[src/hdl/fhtd_pkg.sv]
// fhtd_pkg: shared constants, register indexes and types of the head/tail deframer
// no dependencies; imported by fhtd_cfg and the top level
package fhtd_pkg;

  localparam int FRAME_LEN_DEF = 8;
  localparam int APB_AW        = 3;
  localparam int APB_DW        = 32;

  localparam logic [7:0] HEAD_RST = 8'hA5;
  localparam logic [7:0] TAIL_RST = 8'h5A;

  // register index, taken from paddr[2]
  localparam logic REG_HEAD = 1'b0;
  localparam logic REG_TAIL = 1'b1;

  typedef struct packed {
    logic [7:0] head;
    logic [7:0] tail;
  } cfg_t;

  typedef enum logic [4:0] {
    ST_IDLE     = 5'b00001,
    ST_SCAN_RD  = 5'b00010,
    ST_SCAN_CHK = 5'b00100,
    ST_EMIT_RD  = 5'b01000,
    ST_EMIT_LD  = 5'b10000
  } state_e;

endpackage

[src/hdl/fhtd_cfg.sv]
// fhtd_cfg: apb register file holding the head and tail byte values
// depends on fhtd_pkg
module fhtd_cfg
  import fhtd_pkg::*;
(
  input  logic              clk_i,
  input  logic              rst_ni,
  input  logic              psel,
  input  logic              penable,
  input  logic              pwrite,
  input  logic [APB_AW-1:0] paddr,
  input  logic [APB_DW-1:0] pwdata,
  output logic [APB_DW-1:0] prdata,
  output cfg_t              cfg_o
);

  logic [7:0] head_q, head_d;
  logic [7:0] tail_q, tail_d;
  logic       wr_en;

  assign wr_en = psel && penable && pwrite;

  always_comb begin
    head_d = head_q;
    tail_d = tail_q;
    if (wr_en) begin
      unique case (paddr[2])
        REG_HEAD: head_d = pwdata[7:0];
        REG_TAIL: tail_d = pwdata[7:0];
        default:  ;
      endcase
    end
  end

  always_ff @(posedge clk_i or negedge rst_ni) begin
    if (!rst_ni) begin
      head_q <= HEAD_RST;
      tail_q <= TAIL_RST;
    end else begin
      head_q <= head_d;
      tail_q <= tail_d;
    end
  end

  always_comb begin
    unique case (paddr[2])
      REG_HEAD: prdata = {{(APB_DW-8){1'b0}}, head_q};
      REG_TAIL: prdata = {{(APB_DW-8){1'b0}}, tail_q};
      default:  prdata = '0;
    endcase
  end

  assign cfg_o.head = head_q;
  assign cfg_o.tail = tail_q;

endmodule

[src/hdl/fixed_length_head_tail_deframer_unit.sv]
// fixed_length_head_tail_deframer_unit: top level of the head/tail byte deframer
// depends on fhtd_pkg and fhtd_cfg
//
// Usage: received bytes come in on rx_data_i (rx_valid_i / rx_stall_o). Bytes in
// front of a head byte are thrown away. When a head has FRAME_LEN bytes behind it
// (itself included) and the last of them equals the tail value, the frame leaves
// on frame_data_o / frame_last_o (frame_valid_o / frame_stall_i), head first,
// frame_last_o high on the tail byte. On a bad tail only that head is dropped and
// the rest of the window is scanned again for a head.
// The window is a ring of FRAME_LEN bytes in a memory with one write port and one
// registered read port. Each accepted byte is written, then every window entry
// examined is read and then compared, and a scan that empties the window ends
// with a further pass through the read state. A good frame is read out byte by
// byte (read, then load) into an output register. rx_stall_o is high while a byte
// is being scanned or a frame read out; a stalled receiver holds the output
// register and the readout waits. Reset empties the window (count and pointer
// cleared, no clearing pass) and loads head 0xA5 and tail 0x5A.
module fixed_length_head_tail_deframer_unit
  import fhtd_pkg::*;
#(
  parameter int FRAME_LEN = FRAME_LEN_DEF
) (
  input  logic              clk_i,
  input  logic              rst_ni,
  input  logic [7:0]        rx_data_i,
  input  logic              rx_valid_i,
  output logic              rx_stall_o,
  output logic [7:0]        frame_data_o,
  output logic              frame_last_o,
  output logic              frame_valid_o,
  input  logic              frame_stall_i,
  input  logic              psel,
  input  logic              penable,
  input  logic              pwrite,
  input  logic [APB_AW-1:0] paddr,
  input  logic [APB_DW-1:0] pwdata,
  output logic [APB_DW-1:0] prdata,
  output logic              pready
);

  localparam int PTR_W = $clog2(FRAME_LEN);
  localparam int CNT_W = $clog2(FRAME_LEN + 1);
  localparam int SUM_W = PTR_W + 1;

  cfg_t cfg;

  fhtd_cfg u_cfg (
    .clk_i   (clk_i),
    .rst_ni  (rst_ni),
    .psel    (psel),
    .penable (penable),
    .pwrite  (pwrite),
    .paddr   (paddr),
    .pwdata  (pwdata),
    .prdata  (prdata),
    .cfg_o   (cfg)
  );

  assign pready = 1'b1;

  state_e             state_q, state_d;
  logic [PTR_W-1:0]   front_q, front_d;
  logic [CNT_W-1:0]   count_q, count_d;
  logic [7:0]         newest_q;
  logic [7:0]         out_data_q;
  logic               out_last_q;
  logic               out_valid_q, out_valid_d;

  logic [7:0]         mem_q [FRAME_LEN];
  logic [7:0]         rdata_q;
  logic               rd_en;
  logic               wr_en;
  logic [SUM_W-1:0]   wr_sum;
  logic [PTR_W-1:0]   wr_addr;
  logic [PTR_W-1:0]   front_inc;
  logic               out_load;
  logic               out_free;

  assign wr_en = rx_valid_i && (state_q == ST_IDLE);

  // ring position behind the newest byte
  assign wr_sum  = SUM_W'(front_q) + SUM_W'(count_q);
  assign wr_addr = (wr_sum >= SUM_W'(FRAME_LEN)) ? PTR_W'(wr_sum - SUM_W'(FRAME_LEN))
                                                 : PTR_W'(wr_sum);

  assign front_inc = (front_q == PTR_W'(FRAME_LEN - 1)) ? '0 : front_q + 1'b1;
  assign out_free  = !out_valid_q || !frame_stall_i;

  always_comb begin
    state_d  = state_q;
    front_d  = front_q;
    count_d  = count_q;
    rd_en    = 1'b0;
    out_load = 1'b0;
    unique case (state_q)
      ST_IDLE: begin
        if (wr_en) begin
          count_d = count_q + 1'b1;
          state_d = ST_SCAN_RD;
        end
      end
      ST_SCAN_RD: begin
        if (count_q == '0) begin
          state_d = ST_IDLE;
        end else begin
          rd_en   = 1'b1;
          state_d = ST_SCAN_CHK;
        end
      end
      ST_SCAN_CHK: begin
        if (rdata_q != cfg.head) begin
          front_d = front_inc;
          count_d = count_q - 1'b1;
          state_d = ST_SCAN_RD;
        end else if (count_q == CNT_W'(FRAME_LEN)) begin
          // a full window only exists right after an append, so the tail is the newest byte
          if (newest_q == cfg.tail) begin
            state_d = ST_EMIT_RD;
          end else begin
            front_d = front_inc;
            count_d = count_q - 1'b1;
            state_d = ST_SCAN_RD;
          end
        end else begin
          state_d = ST_IDLE;
        end
      end
      ST_EMIT_RD: begin
        rd_en   = 1'b1;
        state_d = ST_EMIT_LD;
      end
      ST_EMIT_LD: begin
        // rdata_q holds while the output register is still occupied
        if (out_free) begin
          out_load = 1'b1;
          front_d  = front_inc;
          count_d  = count_q - 1'b1;
          state_d  = (count_q == CNT_W'(1)) ? ST_IDLE : ST_EMIT_RD;
        end
      end
      default: state_d = ST_IDLE;
    endcase
  end

  always_comb begin
    out_valid_d = out_valid_q;
    if (out_load) begin
      out_valid_d = 1'b1;
    end else if (out_valid_q && !frame_stall_i) begin
      out_valid_d = 1'b0;
    end
  end

  always_ff @(posedge clk_i or negedge rst_ni) begin
    if (!rst_ni) begin
      state_q     <= ST_IDLE;
      front_q     <= '0;
      count_q     <= '0;
      out_valid_q <= 1'b0;
    end else begin
      state_q     <= state_d;
      front_q     <= front_d;
      count_q     <= count_d;
      out_valid_q <= out_valid_d;
    end
  end

  always_ff @(posedge clk_i) begin
    if (wr_en) begin
      newest_q <= rx_data_i;
    end
    if (out_load) begin
      out_data_q <= rdata_q;
      out_last_q <= (count_q == CNT_W'(1));
    end
  end

  // window memory: one write port, one registered read port
  always_ff @(posedge clk_i) begin
    if (wr_en) begin
      mem_q[wr_addr] <= rx_data_i;
    end
    if (rd_en) begin
      rdata_q <= mem_q[front_q];
    end
  end

  assign rx_stall_o    = (state_q != ST_IDLE);
  assign frame_data_o  = out_data_q;
  assign frame_last_o  = out_last_q;
  assign frame_valid_o = out_valid_q;

endmodule

[config.mk]
export PLATFORM = sky130hd
export DESIGN_NAME = fixed_length_head_tail_deframer_unit
export DESIGN_NICKNAME = d
export VERILOG_FILES = /design/src/hdl/fhtd_pkg.sv /design/src/hdl/fhtd_cfg.sv /design/src/hdl/fixed_length_head_tail_deframer_unit.sv
export SDC_FILE = /design/constraint.sdc
export NUM_CORES = 1
export LEC_CHECK = 0
export ABC_AREA = 1
export BUFFER_PORTS_ARGS = -buffer_cell sky130_fd_sc_hd__buf_2
export CAP_MARGIN = 20
export CORE_UTILIZATION = 58
export CTS_BUF_LIST = sky130_fd_sc_hd__clkbuf_8
export CTS_CLUSTER_DIAMETER = 200
export DETAILED_ROUTE_END_ITERATION = 12
export GPL_TIMING_DRIVEN = 0
export PLACE_DENSITY = 0.84
export SYNTH_ARGS = -nofsm -noshare
export SYNTH_HDL_FRONTEND = slang
export SYNTH_HIERARCHICAL = 1
export SYNTH_SLANG_ARGS = --single-unit
[constraint.sdc]
create_clock -name clk_i -period 2.4 [get_ports clk_i]
set_input_delay 0.24 -clock clk_i [delete_from_list [all_inputs] [get_ports clk_i]]
set_output_delay 0.24 -clock clk_i [all_outputs]
set_load 0.02 [all_outputs]
==> results of run 1 <==
[metrics by stage]
stage	area, um^2	total power, mW	hold WS, ns	instances	util (%)
floorplan	5680	4.39	-0.0556	579	-
global placement	6040	4.87	0.299	749	65.1
detailed placement	6040	4.98	0.320	749	65.1
CTS	6450	6.74	0.0407	782	69.5
global route	6540	7.27	0.0623	785	70.5
finish	6540	6.90	0.0543	785	70.5
[cell families (layout without fill, tap and decap cells)]
kind of cell | count (synthesis) | in the layout
adder cells (fa/ha/maj) | 7 | 7
AO/OA/AOI/OAI | 56 | 56
other | 2 | 25
AND/OR/NAND/NOR | 271 | 271
flip-flops | 118 | 118
XOR/XNOR | 5 | 5
buffers and inverters | 97 | 174
[how the worst max path moves through the flow]
stage | from | to | slack (ns) | cells after the start
after CTS | state_q[0] | mem_q[4][5] | -0.18 | 6
after global placement | count_q[0] | mem_q[0][2] | -0.12 | 6
after floorplan | count_q[0] | mem_q[0][0] | 0.21 | 6
after detailed placement | count_q[0] | mem_q[1][4] | -0.19 | 6
final | count_q[0] | mem_q[3][1] | 0.03 | 6
after global routing | count_q[0] | mem_q[3][1] | -0.12 | 6
[cell usage after synthesis (all sizes together)]
| cell type | instances | area share (%) |
|---|---|---|
| a21oi | 3 | 0.27 |
| inv | 57 | 4.0 |
| nor2 | 92 | 7.0 |
| a211oi | 1 | 0.22 |
| nand2 | 139 | 10 |
| a41oi | 1 | 0.16 |
| conb | 2 | 0.13 |
| nor3 | 2 | 0.27 |
| dfstp | 9 | 4.2 |
| dfrtp | 20 | 9.0 |
| clkbuf | 4 | 0.36 |
| xor2 | 5 | 0.78 |
| edfxtp | 89 | 48 |
| o21ai | 35 | 3.3 |
| nand4 | 10 | 1.2 |
| nand3 | 28 | 3.2 |
| buf | 36 | 4.4 |
| fa | 1 | 0.36 |
| ha | 6 | 1.3 |
| a31oi | 8 | 0.90 |
| o22ai | 8 | 0.90 |
[tightest hold or removal path, stage by stage]
cell	delay, ns
sky130_fd_sc_hd__buf_2	0.11
sky130_fd_sc_hd__nand3_1	0.07
sky130_fd_sc_hd__nand2_1	0.05
[metal layers]
| layer | vias up | wire length [um] | track usage, % |
|---|---|---|---|
| met2 | 173 | 5570 | 36.8 |
| met3 | 23 | 733 | 4.81 |
| met1 | 1862 | 4620 | 29.0 |
| met4 | 2 | 217 | 12.4 |
| met5 | - | 13 | 0 |
| li1 | 1962 | - | - |
[report_power, final]
group | switching (mW) | internal [mW] | leakage, nW | total (mW)
sequential | 0.218 | 2.65 | 1.16 | 2.87
combinational | 1.54 | 0.741 | 1.54 | 2.28
clock | 0.825 | 0.925 | 0.182 | 1.75
total | 2.59 | 4.32 | 2.88 | 6.90
[cell type report]
class,count,area share [%]
Timing Repair Buffer,45,4.02
Clock inverter,15,2.35
Tap cell,129,2.47
Buffer,40,4.09
Clock buffer,17,3.58
Inverter,57,3.38
Multi-Input combinational cell,364,28.0
Sequential cell,118,52.1
[flip-flops by register name, indices dropped and copies added (netlist names)]
signal,cells
state_q,5
frame_valid_o,1
frame_data_o,8
front_q,3
newest_q,8
frame_last_o,1
u_cfg/tail_q,8
rdata_q,8
mem_q,64
count_q,4
u_cfg/head_q,8
[what timing repair did]
| item | CTS | global route |
|---|---|---|
| pin swaps | 0 | 2 |
| gates resized for setup | 3 | 12 |
| endpoints found under the hold margin | 20 | 0 |
| buffers inserted | 0 | 2 |
| endpoints found under the setup margin | 64 | 57 |
| hold buffers | 1 | 0 |
==> results by stage, run 1 <==
Clock network:
- The TritonCTS buffer count is 17.
- After clock tree synthesis, the clock-pin slew on the worst setup and hold paths is 0.08 ns.
- The H-tree generated during clock tree synthesis spans 4 levels.
- The tree is rooted in a sky130_fd_sc_hd__clkbuf_8.
- The longest clock path from root to sink contains 2 buffers.
- TritonCTS built the clock tree.
- The clock latency of the later-clocked register in the worst-skew pair is 0.42 ns.
- The clock net in this run drives a total of 118 sinks.

Worst setup path:
- The reg-to-reg critical path startpoint is count_q[0].
- The end of the worst register-to-register path is mem_q[3][1].
- The peak per-stage delay on the critical path is 0.45 ns.
- The master of the slowest instance on the critical path is sky130_fd_sc_hd__dfrtp_1.
- The slack of the worst reg-to-reg path is 0.03 ns.
- The combined buffer and inverter count along the critical path is 0.
- The required time of the critical path is 2.47 ns.
- The type of origin of the critical path is a register.
- Walking the worst path, the cells encountered are ha_1, fa_1, xor2_1, xor2_1, nand2_1, nor2_2.
- The number of cells on the worst reg-to-reg path is 6.
- The data arrival time at the worst-slack endpoint is 2.43 ns.
- Of all nets on the critical path, the largest fanout is 8.
- The category of the most critical setup path is reg2reg.
- Among the stages of the critical path, the cell type that occurs most often is sky130_fd_sc_hd__xor2_1.
- The largest delay contributor family on the critical path is adder cells.
- STA classifies the critical path endpoint as a register.

Synthesis:
- After synthesis, flip-flops and latches occupy 61.0% of the total area.
- Of the post-synthesis cell area, the part taken by muxes is 0%.
- The number of synthesis warnings is 6.
- Summing the areas of all fa, ha and maj instances in the mapped netlist gives 1.70% of the synthesized area.
- In this run, synthesis produced a sequential element count of 118.
- Of the total synthesized cell area, the portion taken by AND, OR, NAND and NOR gates is 21.9%.
- Counting distinct cell types in the post-synthesis netlist gives 36.
- The synthesized netlist devotes 5.71% of its cell area to compound gates.
- The combinational family with the most area after synthesis is simple AND/OR/NAND/NOR gates.
- The xor/xnor share of the synthesized area is 0.783%.
- Summing every instance area after synthesis gives 5590 um^2.
- A synthesized cell averages 10.1 um^2.
- The synthesized instance count is 556.

Floorplan:
- From bottom edge to top edge, the die measures 100 um.
- The die covers 10,000 um^2.
- The floorplan step defined a core boundary enclosing 9280 um^2.
- The initial standard-cell utilization of the core is 60.2%.
- The floorplan has 35 rows.
- The die boundary width is 100 um.
- Pin placement for this block handled 94 I/O pins.

Worst hold path:
- The kind of path behind the tightest hold check is in2reg.
- The worst hold path cell count is 3.
- The worst hold path begins at pwdata[7].
- The path with the worst hold slack has its endpoint at u_cfg/head_q[7].

Finish:
- Relative to the synthesized area, the layout overhead comes to 17.1%.
- The number of antenna diodes in the final layout is 0.
- The net total in the final layout is 700.
- The ratio of cells with drive above 1 in the final layout is 25.3%.
- In the final layout, the multi-input gates occupy 1830 um^2.
- The library cells used most frequently in the layout, excluding fill and tap cells, are sky130_fd_sc_hd__nand2_1, sky130_fd_sc_hd__edfxtp_1, sky130_fd_sc_hd__nor2_1, sky130_fd_sc_hd__buf_2, sky130_fd_sc_hd__inv_1.
- The library cell used most frequently in the layout, excluding fill and tap cells, is sky130_fd_sc_hd__nand2_1.
- Fill cells in the final layout number 679.
- In the final layout, flip-flops and latches occupy 3410 um^2.

Timing:
- The count of endpoints failing setup in the final report is 0.
- The worst path uses 98.6% of the clock period.
- The relative max-transition margin is 55.0%.
- Timing would allow up to 422 MHz.
- Setup slack closes at 0.0330 ns.
- The number of pins with negative max-slew slack in the final report came to 0.
- The setup clock skew after layout is 0.0114 ns.
- The final critical path time including I/O delays and setup is 2.37 ns.
- The setup TNS after final layout is 0 ns.
- The number of hold violations in the final report was 0.
- At the pin with the least slew margin, the transition time is 0.672 ns.
- Setup repair after global routing could not meet its margin everywhere.

Global route:
- The first global-routing pass estimated 17,000 um of wire.
- The total overflow left after global routing is 0.
- Entering global routing, the biggest net connects 30 pins.
- The number of antenna violations at the first check in global routing was 1.
- The via count of the first global-routing pass is 3,689.
- The total track usage is 22.8%.

Detailed routing:
- The routed layout has 4,022 vias.
- The detailed router finished its first iteration with 278 violations.
- Using the TritonRoute via totals, the vias-per-cell ratio works out to 5.12.
- For this block, the routed nets add up to 11,200 um of wire.
- Dividing the detail-routed wire length by the instance count gives 14.2 um.
- The residual DRC count is 0.
- The detail route stage leaves a number of antenna-violating nets equal to 0.
- The iteration count of the initial detailed-routing pass is 5.

Power:
- The maximum ir drop on the vdd rail is 0.000731 V.
- In this run the static leakage power is 2.88 nW.
- The areal power density over the cells is 1050 nW/um^2.

Place:
- The number of buffer cells added on primary ports is 41.
- Once detailed placement completed, the half-perimeter wirelength came to 7770 um.
- The final estimated routing congestion in global placement is 0.925.
- Before CTS, the worst setup slack after placement is -0.192 ns.

Job:
- The number of maximum-capacitance constraint violations is 0.

Status:
- The flow ran to the end, and the final reports show no timing, DRC or antenna violations.
No activity file was read; power rests on OpenSTA's default activity.
==> run 2: changes to the inputs <==
- PLACE_DENSITY: 0.84 -> 0.92
==> results by stage, run 2 (synthesis results as in run 1) <==
Status:
- Status: complete, no violations (unchanged).

Timing:
- The setup TNS after final layout is 0 ns (unchanged).
- The count of endpoints failing setup in the final report is 0 (unchanged).
- The final critical path time including I/O delays and setup is 2.33 ns (was 2.37 ns).
- The setup clock skew after layout is 0.0115 ns (was 0.0114 ns).
- The number of pins with negative max-slew slack in the final report is 0 (unchanged).
- Unrepaired setup endpoints after global routing: true (unchanged).
- The relative max-transition margin came to 54.3% (was 55.0%).
- The transition time at the pin with the least slew margin came to 0.684 ns (was 0.672 ns).
- The number of hold violations in the final report is 0 (unchanged).
- The maximum clock rate was 430 MHz (was 422 MHz).
- The period utilization is 96.9% (was 98.6%).

Detailed routing:
- The total detailed-routing wirelength is 12,500 um (was 11,200 um).
- The iteration count of the initial detailed-routing pass is 5 (unchanged).
- The starting DRC count in detailed routing came to 338 (was 278).
- The detail-routed net length per standard cell is 15.9 um (was 14.2 um).
- The count of vias placed by the detailed router came to 4,213 (was 4,022).
- The post-route antenna net violation count is 0 (unchanged).
- The residual DRC count is 0 (unchanged).
- The via-per-instance ratio is 5.37 (was 5.12).

Power:
- The switching power is 2.70 mW (was 2.59 mW).
- The internal power of the cells was 4.59 mW (was 4.32 mW).
- The logic gate share of total power is 33.5% (was 33.1%).
- The maximum ir drop on the vdd rail is 0.000658 V (was 0.000731 V).
- The areal power density over the cells is 1110 nW/um^2 (was 1050 nW/um^2).
- The overall power is 7.29 mW (was 6.90 mW).
- The sequential fraction of design power is 39.6% (was 41.6%).
- The clock network power share is 27.0% (was 25.4%).
- The proportion of total power due to net switching is 37.1% (was 37.5%).
- The standby leakage power is 2.93 nW (was 2.88 nW).

Worst setup path:
- Critical path, cell by cell: ha_1, fa_1, xor2_2, xor2_2, nand2_1, nor2_4 (was ha_1, fa_1, xor2_1, xor2_1, nand2_1, nor2_2).
- The data arrival time at the worst-slack endpoint came to 2.44 ns (was 2.43 ns).
- The peak per-stage delay on the critical path came to 0.44 ns (was 0.45 ns).
- The worst-path maximum fanout is 8 (unchanged).
- The category of the most critical setup path is reg2reg (unchanged).
- The required time of the critical path is 2.51 ns (was 2.47 ns).
- The cell occurring most often along the worst timing path is sky130_fd_sc_hd__xor2_2 (was sky130_fd_sc_hd__xor2_1).
- The type of destination of the critical path was a register (unchanged).
- The master of the slowest instance on the critical path is sky130_fd_sc_hd__dfrtp_1 (unchanged).
- The type of origin of the critical path is a register (unchanged).

Finish:
- The area growth from synthesis to layout is 18.0% (was 17.1%).
- The count of antenna diodes in the layout was 0 (unchanged).
- The final-layout fill cell count is 632 (was 679).
- The most flop-heavy register is mem_q (unchanged).
- The commonest non-fill, non-tap cell in the layout is sky130_fd_sc_hd__nand2_1 (unchanged).
- The flip-flop count of the largest register after layout was 64 (unchanged).
- Most used cells in the layout excluding fill and tap cells: sky130_fd_sc_hd__nand2_1, sky130_fd_sc_hd__edfxtp_1, sky130_fd_sc_hd__nor2_1, sky130_fd_sc_hd__inv_1, sky130_fd_sc_hd__buf_2 (was sky130_fd_sc_hd__nand2_1, sky130_fd_sc_hd__edfxtp_1, sky130_fd_sc_hd__nor2_1, sky130_fd_sc_hd__buf_2, sky130_fd_sc_hd__inv_1).
- The ratio of cells with drive above 1 in the final layout is 25.6% (was 25.3%).
- The net total in the final layout was 700 (unchanged).
- The final standard cell area without fillers is 6600 um^2 (was 6540 um^2).

Clock network:
- The clock tree root driver cell is sky130_fd_sc_hd__clkbuf_8 (unchanged).
- The H-tree depth is 4 (unchanged).
- The TritonCTS buffer count is 17 (unchanged).
- The clock latency of the later-clocked register in the worst-skew pair came to 0.43 ns (was 0.42 ns).
- The number of clock sinks came to 118 (unchanged).
- The clock tree from TritonCTS is yes (unchanged).
- The maximum clock path buffer count is 2 (unchanged).
- The clock transition time at the flip-flop clock pins of the worst setup and hold paths is 0.07 ns (was 0.08 ns).

Floorplan:
- The area of the placeable core is 9280 um^2 (unchanged).
- The number of cell rows is 35 (unchanged).
- The die boundary width came to 100 um (unchanged).
- The initial standard-cell utilization of the core was 60.2% (unchanged).
- The floorplan die area is 10,000 um^2 (unchanged).
- The number of placed I/O pins is 94 (unchanged).
- The vertical die dimension came to 100 um (unchanged).

Place:
- The placed standard-cell area is 6040 um^2 (unchanged).
- The estimated wirelength of the detail-placed design is 8260 um (was 7770 um).
- The final estimated routing congestion in global placement is 0.988 (was 0.925).
- The number of buffer cells added on primary ports came to 41 (unchanged).

Global route:
- The number of antenna violations at the first check in global routing is 0 (was 1).
- The first-pass GRT wire length is 19,600 um (was 17,000 um).
- The via count of the first global-routing pass is 4,154 (was 3,689).
- The leftover overflow at the end of global routing is 0 (unchanged).
- The total track usage is 26.6% (was 22.8%).
- The pin count of the biggest net entering global routing is 30 (unchanged).

Worst hold path:
- The kind of path behind the tightest hold check is in2reg (unchanged).

Job:
- The number of maximum-capacitance constraint violations is 0 (unchanged).
==> run 2: layout make-up <==
type                            instances  area, um^2  share of cell area [%]
Sequential cell                       118        3410                    51.7
Buffer                                 40         268                    4.06
Clock inverter                         12         161                    2.45
Inverter                               57         221                    3.36
Multi-Input combinational cell        364        1860                    28.2
Timing Repair Buffer                   45         238                    3.60
Clock buffer                           20         275                    4.17
Tap cell                              129         161                    2.45
==> run 2: metal layers <==
layer | global-route usage (%) | up-vias | wire (um) | share of wire [%]
li1 | - | 1963 | - | -
met1 | 31.6 | 1963 | 4690 | 38
met2 | 44.9 | 246 | 6490 | 52
met3 | 7.80 | 41 | 996 | 8.0
met4 | 12.5 | 0 | 293 | 2.3
met5 | 0 | - | 0 | 0
==> run 2: power groups by stage <==
stage / combinational [mW] / sequential, mW / clock, mW
2_1_floorplan: 1.55 / 2.85 / 0
3_3_place_gp: 1.98 / 2.89 / 0
3_5_place_dp: 2.11 / 2.92 / 0
4_1_cts: 2.24 / 2.88 / 1.97
5_1_grt: 2.64 / 2.92 / 2.07
6_report: 2.44 / 2.89 / 1.97
==> run 2: through the flow <==
| stage | cells | worst slack (ns) | hold slack [ns] | utilization, % |
|---|---|---|---|---|
| 2_1_floorplan | 579 | 0.210 | -0.0556 | - |
| 3_3_place_gp | 749 | -0.109 | 0.299 | 65.1 |
| 3_5_place_dp | 749 | -0.316 | 0.316 | 65.1 |
| 4_1_cts | 782 | -0.0772 | 0.0356 | 70.3 |
| 5_1_grt | 785 | -0.0299 | 0.0316 | 71.0 |
| 6_report | 785 | 0.0750 | 0.0477 | 71.0 |
==> run 2: path summary, 6_finish.rpt <==
kind                                  from              end  slack, ns  cells past startpoint
min in group asynchronous           rst_ni  u_cfg/tail_q[7]       0.38                      2
setup / recovery                count_q[0]      mem_q[3][0]       0.07                      6
hold reg to reg            u_cfg/head_q[7]  u_cfg/head_q[7]       0.49                      2
max in group asynchronous           rst_ni       count_q[0]       1.58                      2
hold / removal                   pwdata[7]  u_cfg/head_q[7]       0.05                      3
setup reg to reg                count_q[0]      mem_q[3][0]       0.07                      6
==> run 2: worst max-delay path: cells and delay by family, from the launching register on <==
kind / cells / cell delay (ns)
flops: 1 / 0.44
fa+ha+maj: 2 / 0.62
xor+xnor: 2 / 0.42
simple gates: 2 / 0.54
==> run 2: what timing repair did <==
action | CTS | global route
setup buffers | 0 | 2
hold buffers | 1 | 0
pin swaps | 0 | 3
endpoints found under the setup margin | 64 | 64
gates resized for setup | 11 | 9
hold endpoints to repair | 20 | 0
==> run 3: changes to the inputs <==
- CELL_PAD_IN_SITES_DETAIL_PLACEMENT: default -> 1
- CELL_PAD_IN_SITES_GLOBAL_PLACEMENT: default -> 1
- CORE_ASPECT_RATIO: default -> 1.4
- CORE_UTILIZATION: 58 -> 30
- PLACE_DENSITY: 0.92 -> 0.69
==> results by stage, run 3 (synthesis results as in run 1) <==
Status:
- Status: complete, no violations (unchanged).

Power:
- The areal power density over the cells is 1060 nW/um^2 (was 1110 nW/um^2).
- The overall power came to 7.15 mW (was 7.29 mW).
- The standby leakage power is 2.91 nW (was 2.93 nW).
- The maximum ir drop on the vdd rail is 0.000363 V (was 0.000658 V).

Clock network:
- The number of clock sinks is 118 (unchanged).
- The clock latency of the later-clocked register in the worst-skew pair is 0.44 ns (was 0.43 ns).
- The clock transition time at the flip-flop clock pins of the worst setup and hold paths is 0.08 ns (was 0.07 ns).
- The clock tree from TritonCTS is yes (unchanged).
- The maximum clock path buffer count is 2 (unchanged).
- The TritonCTS buffer count came to 17 (unchanged).
- The H-tree depth is 4 (unchanged).
- The clock tree root driver cell is sky130_fd_sc_hd__clkbuf_8 (unchanged).

Detailed routing:
- The post-route antenna net violation count came to 0 (unchanged).
- The via-per-instance ratio is 4.41 (was 5.37).
- The starting DRC count in detailed routing is 148 (was 338).
- The detail-routed net length per standard cell is 14.8 um (was 15.9 um).
- The count of vias placed by the detailed router is 3,945 (was 4,213).
- The total detailed-routing wirelength is 13,300 um (was 12,500 um).
- The residual DRC count is 0 (unchanged).
- The iteration count of the initial detailed-routing pass was 4 (was 5).

Timing:
- The number of hold violations in the final report is 0 (unchanged).
- The count of endpoints failing setup in the final report came to 0 (unchanged).
- The transition time at the pin with the least slew margin is 0.823 ns (was 0.684 ns).
- The number of pins with negative max-slew slack in the final report is 0 (unchanged).
- The maximum clock rate is 431 MHz (was 430 MHz).
- The period utilization is 96.6% (was 96.9%).
- The final critical path time including I/O delays and setup was 2.32 ns (was 2.33 ns).
- The setup clock skew after layout is 0.0123 ns (was 0.0115 ns).
- Unrepaired setup endpoints after global routing: false (was true).
- The relative max-transition margin is 44.9% (was 54.3%).

Finish:
- The multi-input combinational cell area is 1860 um^2 (about the same).
- The storage element area is 3410 um^2 (unchanged).
- The ratio of cells with drive above 1 in the final layout was 26.3% (was 25.6%).
- The area growth from synthesis to layout is 20.5% (was 18.0%).
- The commonest non-fill, non-tap cell in the layout was sky130_fd_sc_hd__nand2_1 (unchanged).
- The flip-flop count of the largest register after layout was 64 (unchanged).
- The final-layout fill cell count is 2,054 (was 632).
- Most used cells in the layout excluding fill and tap cells: sky130_fd_sc_hd__nand2_1, sky130_fd_sc_hd__edfxtp_1, sky130_fd_sc_hd__nor2_1, sky130_fd_sc_hd__buf_2, sky130_fd_sc_hd__inv_1 (was sky130_fd_sc_hd__nand2_1, sky130_fd_sc_hd__edfxtp_1, sky130_fd_sc_hd__nor2_1, sky130_fd_sc_hd__inv_1, sky130_fd_sc_hd__buf_2).
- The number of standard cells in the layout, taps in and fillers out was 895 (was 785).
- The most flop-heavy register is mem_q (unchanged).
- The net total in the final layout is 699 (was 700).
- The count of antenna diodes in the layout came to 0 (unchanged).

Floorplan:
- The number of cell rows came to 58 (was 35).
- The area of the placeable core is 18,100 um^2 (was 9280 um^2).
- The initial standard-cell utilization of the core was 30.9% (was 60.2%).
- The number of placed I/O pins was 94 (unchanged).
- The vertical die dimension came to 164 um (was 100 um).
- The die boundary width is 117 um (was 100 um).
- The floorplan die area is 19,200 um^2 (was 10,000 um^2).

Place:
- The estimated wirelength of the detail-placed design was 10,000 um (was 8260 um).
- The final estimated routing congestion in global placement is 0.799 (was 0.988).
- The post-placement cell count was 861 (was 749).
- The number of buffer cells added on primary ports is 41 (unchanged).

Global route:
- The total track usage is 14.9% (was 26.6%).
- The number of antenna violations at the first check in global routing is 0 (unchanged).
- The via count of the first global-routing pass was 4,380 (was 4,154).
- The pin count of the biggest net entering global routing is 30 (unchanged).
- The first-pass GRT wire length came to 21,900 um (was 19,600 um).
- The leftover overflow at the end of global routing is 0 (unchanged).

Worst setup path:
- The data arrival time at the worst-slack endpoint is 2.42 ns (was 2.44 ns).
- The required time of the critical path is 2.51 ns (about the same).
- The category of the most critical setup path is reg2reg (unchanged).
- The type of destination of the critical path is a register (unchanged).
- The type of origin of the critical path is a register (unchanged).
- The worst-path maximum fanout is 10 (was 8).

Worst hold path:
- The kind of path behind the tightest hold check is in2reg (unchanged).

Job:
- The number of maximum-capacitance constraint violations is 0 (unchanged).
run 3: cell types whose count changed in the layout (fill, tap and decap cells not counted), sizes merged:
cell      before  now
clkinvlp       1    3
inv           61   60
bufinv         4    3
clkinv         3    4
clkbuf        25   23
run 3: cell type report:
class                           count  area share [%]
Inverter                           57            3.29
Multi-Input combinational cell    364            27.7
Buffer                             40            3.97
Sequential cell                   118            50.6
Tap cell                          240            4.46
Timing Repair Buffer               44            3.60
Clock inverter                     13            2.53
Clock buffer                       19            3.88
run 3: final timing paths:
check / from / to / slack, ns / cells past startpoint
max: state_q[0] / mem_q[7][1] / 0.08 / 6
min: pwdata[4] / u_cfg/tail_q[4] / 0.04 / 3
max reg2reg: state_q[0] / mem_q[7][1] / 0.08 / 6
min reg2reg: u_cfg/head_q[2] / u_cfg/head_q[2] / 0.49 / 2
max in group asynchronous: rst_ni / u_cfg/tail_q[7] / 1.51 / 2
min in group asynchronous: rst_ni / frame_valid_o / 0.40 / 2
run 3: per-layer routing:
layer  vias to the layer above  wire length (um)  track usage (%)
li1                       1953                 -                -
met1                      1881              5090             14.5
met2                        95              7390             29.4
met3                        16               527             4.09
met4                         0               258             5.55
met5                         -                 0                0
run 3: power by group:
group          total, mW  leakage, nW  internal [mW]  switching [mW]
clock network       1.95        0.209           1.09           0.857
registers           2.87         1.16           2.65           0.222
logic               2.32         1.54          0.745            1.58
run 3: timing repair:
item	CTS	global route
gates resized for setup	15	6
hold endpoints to repair	20	0
hold buffers	1	0
endpoints found under the setup margin	64	32
setup buffers	0	1
pin swaps	0	3
run 3: through the flow:
stage | utilization (%) | setup WS [ns] | instance area [um^2] | hold WS (ns) | TNS (ns)
after global placement | 34.2 | -0.225 | 6180 | 0.320 | -12.51
after floorplan | - | 0.210 | 5680 | -0.0556 | 0
final | 37.3 | 0.0817 | 6740 | 0.0362 | 0
after CTS | 37.0 | -0.0762 | 6690 | 0.00734 | -0.988
after global routing | 37.3 | 0.00306 | 6740 | 0.00873 | 0
after detailed placement | 34.3 | -0.364 | 6190 | 0.342 | -20.05
run 3: critical path, stage by stage, from the launching register on:
cell and delay [ns]:
sky130_fd_sc_hd__dfstp_2 0.56, sky130_fd_sc_hd__inv_1 0.07, sky130_fd_sc_hd__nor2_1 0.13, sky130_fd_sc_hd__nand3_2 0.19
sky130_fd_sc_hd__nor2_4 0.33, sky130_fd_sc_hd__nand2_1 0.34, sky130_fd_sc_hd__nor2_4 0.37
